===== src/dgds_pkg.sv =====
// ----------------------------------------------------------------------------
// Direction grid package
// Shared widths, codes, word types and states of the direction grid builder.
// ----------------------------------------------------------------------------
`default_nettype none

package dgds_pkg;

   localparam int VALUE_W            = 24;
   localparam int CNT_W              = 5;
   localparam int TOL_W              = 16;
   localparam int STORE_MAX          = 16;
   localparam int GRID_DEPTH_DEFAULT = 16;

   localparam logic [TOL_W-1:0] TOL_RESET = 16'd66;

   localparam logic KIND_ADD     = 1'b0;
   localparam logic KIND_EMIT    = 1'b1;
   localparam logic AXIS_AZIMUTH = 1'b0;
   localparam logic AXIS_COSINE  = 1'b1;

   typedef struct packed {
      logic                      kind;
      logic signed [VALUE_W-1:0] azimuth_value;
      logic signed [VALUE_W-1:0] cosine_value;
   } req_word_type;

   typedef struct packed {
      logic                      axis;
      logic signed [VALUE_W-1:0] grid_value;
      logic [CNT_W-1:0]          position;
      logic                      empty_res;
      logic                      overflow;
      logic                      last;
   } rsp_word_type;

   typedef enum logic [4:0] {
      S_IDLE  = 5'b00001,
      S_SCAN  = 5'b00010,
      S_SORT  = 5'b00100,
      S_SEND  = 5'b01000,
      S_EMPTY = 5'b10000
   } state_type;

endpackage

`default_nettype wire


===== src/dgds_req_if.sv =====
// ----------------------------------------------------------------------------
// Direction grid request channel
// Valid/ready channel that carries one add or emit word.
// ----------------------------------------------------------------------------
`default_nettype none

interface dgds_req_if import dgds_pkg::*; ();

   logic         valid;
   logic         ready;
   req_word_type payload;

   modport source (output valid, output payload, input ready);
   modport sink   (input valid, input payload, output ready);

endinterface

`default_nettype wire


===== src/dgds_rsp_if.sv =====
// ----------------------------------------------------------------------------
// Direction grid response channel
// Valid/ready channel that carries one sorted grid word.
// ----------------------------------------------------------------------------
`default_nettype none

interface dgds_rsp_if import dgds_pkg::*; ();

   logic         valid;
   logic         ready;
   rsp_word_type payload;

   modport source (output valid, output payload, input ready);
   modport sink   (input valid, input payload, output ready);

endinterface

`default_nettype wire


===== src/direction_grid_dedup_sort.sv =====
// ----------------------------------------------------------------------------
// Direction grid de-duplicate and sort
// Keeps tolerance-unique azimuth and cosine values and emits both grids in
// ascending order on request.
//
//   Channel  Direction  Handshake          Word
//   req_ch   in         valid / ready      kind, azimuth_value, cosine_value
//   rsp_ch   out        valid / ready      axis, grid_value, position, flags
//   csr      in         csr_wr_en          match_tolerance
//
// An add word walks at most Na + Nc entries, where Na and Nc are the stored
// counts, with one subtract and compare unit that walks the grid memory an entry
// a cycle. An emit word needs a full selection pass over a grid of N entries
// for each output word.
// The block takes no new word until the current one is finished. The output
// register lets the last response wait while the next request is accepted.
// Reset is synchronous and needs no clearing pass.
// ----------------------------------------------------------------------------
`default_nettype none

module direction_grid_dedup_sort import dgds_pkg::*; #(
   parameter int GRID_DEPTH = GRID_DEPTH_DEFAULT
) (
   input  wire logic             clock,
   input  wire logic             reset,
   input  wire logic             csr_wr_en,
   input  wire logic [TOL_W-1:0] csr_wr_data,
   dgds_req_if.sink              req_ch,
   dgds_rsp_if.source            rsp_ch
);

   localparam int GRID_CAP = (GRID_DEPTH > STORE_MAX) ? STORE_MAX :
                             ((GRID_DEPTH < 1) ? 1 : GRID_DEPTH);
   localparam int IDX_W    = (GRID_CAP > 1) ? $clog2(GRID_CAP) : 1;
   localparam int SLOT_NUM = 1 << IDX_W;
   localparam int ADDR_W   = IDX_W + 1;
   localparam logic [CNT_W-1:0] CAP_CNT = CNT_W'(GRID_CAP);

   state_type                state_ff, state_in;
   logic [TOL_W-1:0]         tol_ff, tol_in;
   logic [CNT_W-1:0]         az_cnt_ff, az_cnt_in;
   logic [CNT_W-1:0]         cos_cnt_ff, cos_cnt_in;
   logic                     ovf_ff, ovf_in;
   logic                     axis_ff, axis_in;
   logic [CNT_W-1:0]         idx_ff, idx_in;
   logic                     pend_ff, pend_in;
   logic [IDX_W-1:0]         pend_idx_ff, pend_idx_in;
   logic                     match_ff, match_in;
   logic [VALUE_W-1:0]       az_val_ff, az_val_in;
   logic [VALUE_W-1:0]       cos_val_ff, cos_val_in;
   logic [VALUE_W-1:0]       best_ff, best_in;
   logic [IDX_W-1:0]         best_idx_ff, best_idx_in;
   logic                     have_best_ff, have_best_in;
   logic [CNT_W-1:0]         pos_ff, pos_in;
   logic [SLOT_NUM-1:0]      used_ff, used_in;
   logic                     rsp_valid_ff, rsp_valid_in;
   rsp_word_type             rsp_word_ff, rsp_word_in;

   logic [VALUE_W-1:0]       grid_mem [2*SLOT_NUM];
   logic [VALUE_W-1:0]       rd_data_ff;
   logic [ADDR_W-1:0]        rd_addr;
   logic                     wr_en;
   logic [ADDR_W-1:0]        wr_addr;
   logic [VALUE_W-1:0]       wr_data;

   logic [CNT_W-1:0]         cur_cnt;
   logic [CNT_W-1:0]         pos_nxt;
   logic [VALUE_W-1:0]       operand;
   logic [VALUE_W:0]         diff;
   logic [VALUE_W:0]         mag;
   logic                     hit;
   logic                     less;
   logic                     issue;
   logic                     scan_done;
   logic                     sort_done;
   logic                     out_free;
   logic                     accept;
   logic                     load_out;
   rsp_word_type             out_word;

   assign req_ch.ready   = (state_ff == S_IDLE);
   assign accept         = req_ch.valid && req_ch.ready;
   assign rsp_ch.valid   = rsp_valid_ff;
   assign rsp_ch.payload = rsp_word_ff;
   assign out_free       = !rsp_valid_ff || rsp_ch.ready;

   assign cur_cnt = (axis_ff == AXIS_COSINE) ? cos_cnt_ff : az_cnt_ff;
   assign pos_nxt = pos_ff + CNT_W'(1);
   assign rd_addr = {axis_ff, idx_ff[IDX_W-1:0]};

   // Shared subtract and compare unit.
   assign operand = (state_ff == S_SCAN) ?
                    ((axis_ff == AXIS_COSINE) ? cos_val_ff : az_val_ff) : best_ff;
   assign diff    = {rd_data_ff[VALUE_W-1], rd_data_ff} - {operand[VALUE_W-1], operand};
   assign mag     = diff[VALUE_W] ? (~diff + (VALUE_W+1)'(1)) : diff;
   assign hit     = (mag <= {{(VALUE_W+1-TOL_W){1'b0}}, tol_ff});
   assign less    = diff[VALUE_W];

   assign issue     = (((state_ff == S_SCAN) && !match_ff) || (state_ff == S_SORT)) &&
                      (idx_ff < cur_cnt);
   assign scan_done = match_ff || ((idx_ff >= cur_cnt) && !pend_ff);
   assign sort_done = (idx_ff >= cur_cnt) && !pend_ff;

   always_comb begin
      state_in     = state_ff;
      az_cnt_in    = az_cnt_ff;
      cos_cnt_in   = cos_cnt_ff;
      ovf_in       = ovf_ff;
      axis_in      = axis_ff;
      idx_in       = idx_ff;
      pend_in      = pend_ff;
      pend_idx_in  = pend_idx_ff;
      match_in     = match_ff;
      az_val_in    = az_val_ff;
      cos_val_in   = cos_val_ff;
      best_in      = best_ff;
      best_idx_in  = best_idx_ff;
      have_best_in = have_best_ff;
      pos_in       = pos_ff;
      used_in      = used_ff;
      wr_en        = 1'b0;
      wr_addr      = {axis_ff, cur_cnt[IDX_W-1:0]};
      wr_data      = operand;
      load_out     = 1'b0;

      out_word.axis       = axis_ff;
      out_word.grid_value = best_ff;
      out_word.position   = pos_ff;
      out_word.empty_res  = 1'b0;
      out_word.overflow   = ovf_ff;
      out_word.last       = (pos_nxt == cur_cnt) &&
                            ((axis_ff == AXIS_COSINE) || (cos_cnt_ff == '0));

      case (state_ff)
         S_IDLE: begin
            if (accept) begin
               idx_in  = '0;
               pend_in = 1'b0;
               if (req_ch.payload.kind == KIND_ADD) begin
                  az_val_in  = req_ch.payload.azimuth_value;
                  cos_val_in = req_ch.payload.cosine_value;
                  axis_in    = AXIS_AZIMUTH;
                  match_in   = 1'b0;
                  state_in   = S_SCAN;
               end else if ((az_cnt_ff == '0) && (cos_cnt_ff == '0)) begin
                  state_in = S_EMPTY;
               end else begin
                  axis_in      = (az_cnt_ff == '0) ? AXIS_COSINE : AXIS_AZIMUTH;
                  pos_in       = '0;
                  have_best_in = 1'b0;
                  used_in      = '0;
                  state_in     = S_SORT;
               end
            end
         end
         S_SCAN: begin
            pend_in     = issue;
            pend_idx_in = idx_ff[IDX_W-1:0];
            if (issue) begin
               idx_in = idx_ff + CNT_W'(1);
            end
            if (pend_ff && hit) begin
               match_in = 1'b1;
            end
            if (scan_done) begin
               pend_in = 1'b0;
               if (!match_ff) begin
                  if (cur_cnt >= CAP_CNT) begin
                     ovf_in = 1'b1;
                  end else begin
                     wr_en = 1'b1;
                     if (axis_ff == AXIS_COSINE) begin
                        cos_cnt_in = cos_cnt_ff + CNT_W'(1);
                     end else begin
                        az_cnt_in = az_cnt_ff + CNT_W'(1);
                     end
                  end
               end
               if (axis_ff == AXIS_AZIMUTH) begin
                  axis_in  = AXIS_COSINE;
                  idx_in   = '0;
                  match_in = 1'b0;
               end else begin
                  state_in = S_IDLE;
               end
            end
         end
         S_SORT: begin
            pend_in     = issue;
            pend_idx_in = idx_ff[IDX_W-1:0];
            if (issue) begin
               idx_in = idx_ff + CNT_W'(1);
            end
            if (pend_ff && !used_ff[pend_idx_ff] && (!have_best_ff || less)) begin
               best_in      = rd_data_ff;
               best_idx_in  = pend_idx_ff;
               have_best_in = 1'b1;
            end
            if (sort_done) begin
               state_in = S_SEND;
            end
         end
         S_SEND: begin
            if (out_free) begin
               load_out              = 1'b1;
               used_in[best_idx_ff]  = 1'b1;
               pos_in                = pos_nxt;
               idx_in                = '0;
               pend_in               = 1'b0;
               have_best_in          = 1'b0;
               if (pos_nxt < cur_cnt) begin
                  state_in = S_SORT;
               end else if ((axis_ff == AXIS_AZIMUTH) && (cos_cnt_ff != '0)) begin
                  axis_in  = AXIS_COSINE;
                  pos_in   = '0;
                  used_in  = '0;
                  state_in = S_SORT;
               end else begin
                  az_cnt_in  = '0;
                  cos_cnt_in = '0;
                  ovf_in     = 1'b0;
                  state_in   = S_IDLE;
               end
            end
         end
         S_EMPTY: begin
            out_word.axis       = AXIS_AZIMUTH;
            out_word.grid_value = '0;
            out_word.position   = '0;
            out_word.empty_res  = 1'b1;
            out_word.last       = 1'b1;
            if (out_free) begin
               load_out = 1'b1;
               ovf_in   = 1'b0;
               state_in = S_IDLE;
            end
         end
         default: begin
            state_in = S_IDLE;
         end
      endcase
   end

   always_comb begin
      tol_in       = csr_wr_en ? csr_wr_data : tol_ff;
      rsp_word_in  = load_out ? out_word : rsp_word_ff;
      rsp_valid_in = load_out ? 1'b1 : (rsp_ch.ready ? 1'b0 : rsp_valid_ff);
   end

   always_ff @(posedge clock) begin
      if (wr_en) begin
         grid_mem[wr_addr] <= wr_data;
      end
      rd_data_ff <= grid_mem[rd_addr];
   end

   always_ff @(posedge clock) begin
      if (reset) begin
         state_ff     <= S_IDLE;
         tol_ff       <= TOL_RESET;
         az_cnt_ff    <= '0;
         cos_cnt_ff   <= '0;
         ovf_ff       <= 1'b0;
         pend_ff      <= 1'b0;
         match_ff     <= 1'b0;
         have_best_ff <= 1'b0;
         used_ff      <= '0;
         rsp_valid_ff <= 1'b0;
      end else begin
         state_ff     <= state_in;
         tol_ff       <= tol_in;
         az_cnt_ff    <= az_cnt_in;
         cos_cnt_ff   <= cos_cnt_in;
         ovf_ff       <= ovf_in;
         pend_ff      <= pend_in;
         match_ff     <= match_in;
         have_best_ff <= have_best_in;
         used_ff      <= used_in;
         rsp_valid_ff <= rsp_valid_in;
      end
   end

   always_ff @(posedge clock) begin
      axis_ff     <= axis_in;
      idx_ff      <= idx_in;
      pend_idx_ff <= pend_idx_in;
      az_val_ff   <= az_val_in;
      cos_val_ff  <= cos_val_in;
      best_ff     <= best_in;
      best_idx_ff <= best_idx_in;
      pos_ff      <= pos_in;
      rsp_word_ff <= rsp_word_in;
   end

   a_count_cap: assert property (@(posedge clock) disable iff (reset)
      (az_cnt_ff <= CAP_CNT) && (cos_cnt_ff <= CAP_CNT))
      else $error("A grid count exceeds the grid capacity.");

   a_send_has_best: assert property (@(posedge clock) disable iff (reset)
      (state_ff == S_SEND) |-> have_best_ff)
      else $error("A sorted word is sent without a selected entry.");

   a_last_clears: assert property (@(posedge clock) disable iff (reset)
      (load_out && out_word.last) |=>
      ((az_cnt_ff == '0) && (cos_cnt_ff == '0) && !ovf_ff))
      else $error("The grids are not cleared after the last word.");

endmodule

`default_nettype wire

===== src/flat_wrapper.sv =====
// flat-port wrapper written by rule: the top's interface ports become plain ports
module direction_grid_dedup_sort_flat import dgds_pkg::*;
#(
   parameter int GRID_DEPTH = GRID_DEPTH_DEFAULT
)
  (clock, reset, csr_wr_en, csr_wr_data, req_ch_valid, req_ch_payload, req_ch_ready, rsp_ch_valid, rsp_ch_payload, rsp_ch_ready);
  dgds_req_if req_ch_i ();
  dgds_rsp_if rsp_ch_i ();
  input  wire logic clock;
  input  wire logic reset;
  input  wire logic csr_wr_en;
  input  wire logic [TOL_W-1:0] csr_wr_data;
  input wire logic [$bits(req_ch_i.valid)-1:0] req_ch_valid;
  input wire logic [$bits(req_ch_i.payload)-1:0] req_ch_payload;
  output wire logic [$bits(req_ch_i.ready)-1:0] req_ch_ready;
  output wire logic [$bits(rsp_ch_i.valid)-1:0] rsp_ch_valid;
  output wire logic [$bits(rsp_ch_i.payload)-1:0] rsp_ch_payload;
  input wire logic [$bits(rsp_ch_i.ready)-1:0] rsp_ch_ready;
  assign req_ch_i.valid = req_ch_valid;
  assign req_ch_i.payload = req_ch_payload;
  assign req_ch_ready = req_ch_i.ready;
  assign rsp_ch_valid = rsp_ch_i.valid;
  assign rsp_ch_payload = rsp_ch_i.payload;
  assign rsp_ch_i.ready = rsp_ch_ready;
  direction_grid_dedup_sort #(.GRID_DEPTH(GRID_DEPTH)) u_core (.clock(clock), .reset(reset), .csr_wr_en(csr_wr_en), .csr_wr_data(csr_wr_data), .req_ch(req_ch_i), .rsp_ch(rsp_ch_i));
endmodule

===== config.mk =====
export PLATFORM = sky130hd
export DESIGN_NAME = direction_grid_dedup_sort_flat
export DESIGN_NICKNAME = d
export VERILOG_FILES = /design/src/dgds_pkg.sv /design/src/dgds_req_if.sv /design/src/dgds_rsp_if.sv /design/src/direction_grid_dedup_sort.sv /design/src/flat_wrapper.sv
export SDC_FILE = /design/constraint.sdc
export NUM_CORES = 1
export LEC_CHECK = 0
export BUFFER_PORTS_ARGS = -buffer_cell sky130_fd_sc_hd__buf_4
export CAP_MARGIN = 20
export CORE_MARGIN = 2
export CORE_UTILIZATION = 55
export DETAILED_ROUTE_END_ITERATION = 6
export PLACE_DENSITY = 0.83
export SKIP_LAST_GASP = 1
export SYNTH_ARGS = -nofsm -noshare
export SYNTH_HDL_FRONTEND = slang
export SYNTH_SLANG_ARGS = --single-unit

===== constraint.sdc =====
create_clock -name clock -period 6.53 [get_ports clock]
set_clock_uncertainty 0.05 [all_clocks]
set_input_delay 0.653 -clock clock [delete_from_list [all_inputs] [get_ports clock]]
set_output_delay 0.653 -clock clock [all_outputs]
set_load 0.05 [all_outputs]

==> impl_metrics.yaml <==
cells_and_area:
  layout_common_cells: "edfxtp_1, mux4_2, buf_4"
  final_cell_area_sq_um: 45200
  area.sequential_sq_um: 28300
  num-fill-cells: 4654
  final_layout_size_suffix_gt1_frac: 0.270
  multi_input_area_sq_um: 11000
  layout_commonest_cell: "edfxtp_1"
  antennaDiodeCount: 0
  area.growth.synth_to_final_pct: 14.2
  fin_nets: 2427
  utilization: 0.634
place:
  dp_hpwl_um: 58400
  placed_cell_area_sq_um: 42000
  dp_slack_ns: 0.558
  port_buffers: 104
  gp_congestion: 0.876
power:
  combPwrFrac: 0.311
  intPower_mw: 12.8
  clock_power_share: 0.298
  p_sw_mw: 5.76
  p_per_area_nw_per_um2: 410
  total_power_mw: 18.5
  vdd_drop_max_uv: 317
  p_sw_frac: 0.311
  power_frac_seq: 0.391
  leakage_nw: 14.9
drt:
  dr_wl_met3_um: 10600
  drc: 0
  drt-total-wl_um: 103000
  ant_nets: 0
  wl_met1_um: 37400
  wl_met2_um: 50900
  maxUsedRoutingLayer: "met5"
  drt_iter0_markers: 3307
  viasPerCell: 6.56
  wire_per_inst_um: 30.8
  first_pass_iters: 6
  num_vias: 21800
sta:
  finalMaxSlewViolations: 0
  fin_crit_sh: 0.887
  slew_headroom: 0.250
  fin_tns_setup_ns: 0
  period_needed_ns: 5.79
  hold_violations: 0
  finalWorstSetupSlack_ns: 0.740
  tightest_slew_ns: 1.12
  setup_viol: 0
  rsz0062_at_grt: "no"
  fmaxAchievable_mhz: 173
setup_path:
  worstPathRequired_ns: 7.06
  reg2reg_to: "u_core.match_ff$_SDFFE_PP0P_"
  cp.arrival_ns: 6.32
  path_max_fanout: 33
  end_kind: "flip-flop"
  cp-start-kind: "flip-flop"
  critPathKind: "reg -> reg"
  r2r_slack_ns: 0.74
  r2r_cells: 24
  cp_cell_sequence: "nor3_1 -> nand3b_1 -> buf_4 -> nand2_1 -> o21a_1 -> inv_1 -> buf_4 -> fa_1 -> nand2b_1 -> a21oi_1 -> o21ai_1 -> xnor2_1 -> or4b_1 -> nor2_1 -> nor2_1 -> xor2_1 -> ha_1 -> and4_1 -> a221oi_1 -> o21ai_0 -> a221o_1 -> a31oi_1 -> o211ai_1 -> o21ai_1"
  slowest_delay_ns: 0.60
  reg2reg_from: "u_core.state_ff[4]$_SDFFE_PP0P_"
  critPathSlowestCell: "or4b_1"
cts:
  cts_root_buf: "clkbuf_16"
  post-cts-setup-buffer-count: 0
  cts_max_level: 3
  ctsHoldBuffers: 0
  clockBufferDepth: 3
  cts.repair.resized: 0
  worstSkewPairLatency_ns: 0.69
  cts.clk_slew.worst_paths_ns: 0.06
  cts_buffers: 92
  tritoncts: "yes"
  numClockSinks: 968
floorplan:
  die_x_um: 272
  coreArea_sq_um: 71400
  ioPinCount: 105
  die-area_sq_um: 74200
  start_util: 0.555
  die_y_um: 272
  row_count: 98
yosys:
  synth.cell_area_sq_um: 39600
  synth-edff-count: 892
  syn_inst: 2132
  synth.ff_latch_count: 968
  yosys_warnings: 0
  syn_nets: 2260
  ys_seq_area_frac: 0.714
  synth_compound_area_frac: 0.0375
  synth_top_family_by_area: "multiplexers"
  synth_mux_area_frac: 0.158
  syn_area_per_cell_sq_um: 18.6
  synthSimpleGateAreaFrac: 0.0485
  synth_xor_area_frac: 0.00818
  synthFlopType: "edfxtp_1"
  yosys.area_share.adder: 0.0185
  ys_types: 80
  synthArstFlopShare: 0
hold_path:
  hold_class: "in -> reg"
  hp-start: "req_ch_payload[32]"
  min_path_cells: 1
  hold_end: "u_core.az_val_ff[8]$_DFFE_PP_"
global_route:
  antenna_found_initial: 4
  overflow: 0
  grt_pass1_vias: 22100
  grt.total_usage: 0.279
  grt_pass1_wl_um: 150000
  grt_max_degree: 140
run:
  cap_violations: 0
run_status:
  status: "finished clean"
worst max-delay path, delay by kind of cell (launching register included):
kind / cells / cell delay [ns]
buf+inv: 3 / 0.56
compound gates: 9 / 1.66
simple gates: 8 / 1.96
flops: 1 / 0.34
xor+xnor: 2 / 0.36
fa+ha+maj: 2 / 0.79
power groups by stage:
stage | Sequential [mW] | Combinational (mW) | Clock (mW)
global placement | 7.35 | 5.53 | 0
detailed placement | 7.36 | 5.62 | 0
global route | 7.24 | 6.20 | 5.80
floorplan | 7.33 | 4.22 | 0
finish | 7.24 | 5.76 | 5.53
CTS | 7.23 | 5.73 | 5.57
flip-flops by register name, indices dropped and copies added, names as in the netlist, 4 cells and up:
register / cells
u_core.az_val_ff: 24
u_core.idx_ff: 5
u_core.az_cnt_ff: 5
u_core.grid_mem: 768
u_core.best_idx_ff: 4
u_core.cos_val_ff: 24
u_core.state_ff: 5
u_core.cos_cnt_ff: 5
u_core.tol_ff: 16
u_core.rd_data_ff: 24
u_core.used_ff: 16
u_core.pos_ff: 5
u_core.rsp_ch.payload: 33
u_core.pend_idx_ff: 4
u_core.best_ff: 24
kinds of logic after synthesis:
logic type      count (synthesis)
fa+ha+maj                      58
flops                         968
compound gates                212
mux                           317
xor+xnor                       37
buf+inv                       151
simple gates                  389
final cells by class:
class | instances | area share
flip-flops and latches | 968 | 0.626
multi-input cells | 1013 | 0.242
clock buffers | 110 | 0.0533
repair buffers | 164 | 0.0311
well taps | 950 | 0.0263
clock inverters | 63 | 0.0161
inverters | 60 | 0.00498
worst max path at each step:
stage / cells after the start / slack, ns / end / startpoint
after detailed placement: 21 / 0.56 / u_core.match_ff$_SDFFE_PP0P_ / u_core.state_ff[4]$_SDFFE_PP0P_
after CTS: 21 / 0.46 / u_core.match_ff$_SDFFE_PP0P_ / u_core.state_ff[4]$_SDFFE_PP0P_
after global routing: 24 / 0.30 / u_core.match_ff$_SDFFE_PP0P_ / u_core.state_ff[4]$_SDFFE_PP0P_
after global placement: 21 / 0.75 / u_core.match_ff$_SDFFE_PP0P_ / u_core.state_ff[4]$_SDFFE_PP0P_
final: 24 / 0.74 / u_core.match_ff$_SDFFE_PP0P_ / u_core.state_ff[4]$_SDFFE_PP0P_
after floorplan: 27 / 0.11 / u_core.match_ff$_SDFFE_PP0P_ / u_core.axis_ff$_SDFFCE_PP1P_
metrics by stage:
| step | hold WS (ns) | std cells |
|---|---|---|
| after floorplan | 0.358 | 2132 |
| after global placement | 0.371 | 3146 |
| after CTS | 0.0975 | 3321 |
| after global routing | 0.0955 | 3328 |
| after detailed placement | 0.370 | 3148 |
| final | 0.120 | 3328 |
metal layers:
metal,vias to the layer above,global-route usage
met2,1487,0.452
li1,8913,-
met3,237,0.0592
met4,4,0.106
met1,11200,0.376
met5,-,0
cells in the mapped netlist (all sizes together), types with 3 or more instances:
cell | n | area (sq um)
nand2 | 81 | 307
nand2b | 10 | 62.6
and4 | 5 | 43.8
a21o | 19 | 143
edfxtp | 892 | 26800
xnor2 | 20 | 175
ha | 57 | 713
nor3 | 23 | 120
a21oi | 60 | 330
dfxtp | 76 | 1520
nor2 | 145 | 547
or2 | 6 | 37.5
nand3b | 11 | 82.6
mux4 | 245 | 5520
mux2i | 48 | 480
o211ai | 13 | 103
inv | 60 | 225
o22ai | 6 | 51.3
o21a | 31 | 233
o21bai | 3 | 22.5
and3 | 7 | 43.8
a211oi | 6 | 57.6
a31oi | 12 | 75.1
nand4 | 11 | 68.8
clkbuf | 66 | 248
mux2 | 24 | 270
o21ai | 31 | 159
a21boi | 3 | 22.5
and2 | 35 | 219
buf | 25 | 106
or3 | 5 | 36.3
a311oi | 3 | 26.3
nand3 | 17 | 85.1
xor2 | 17 | 149
o2111ai | 5 | 43.8
nor4 | 8 | 75.1
nor4b | 4 | 41.3
nor2b | 14 | 87.6
Note: power is estimated with default switching activity, not from simulation.
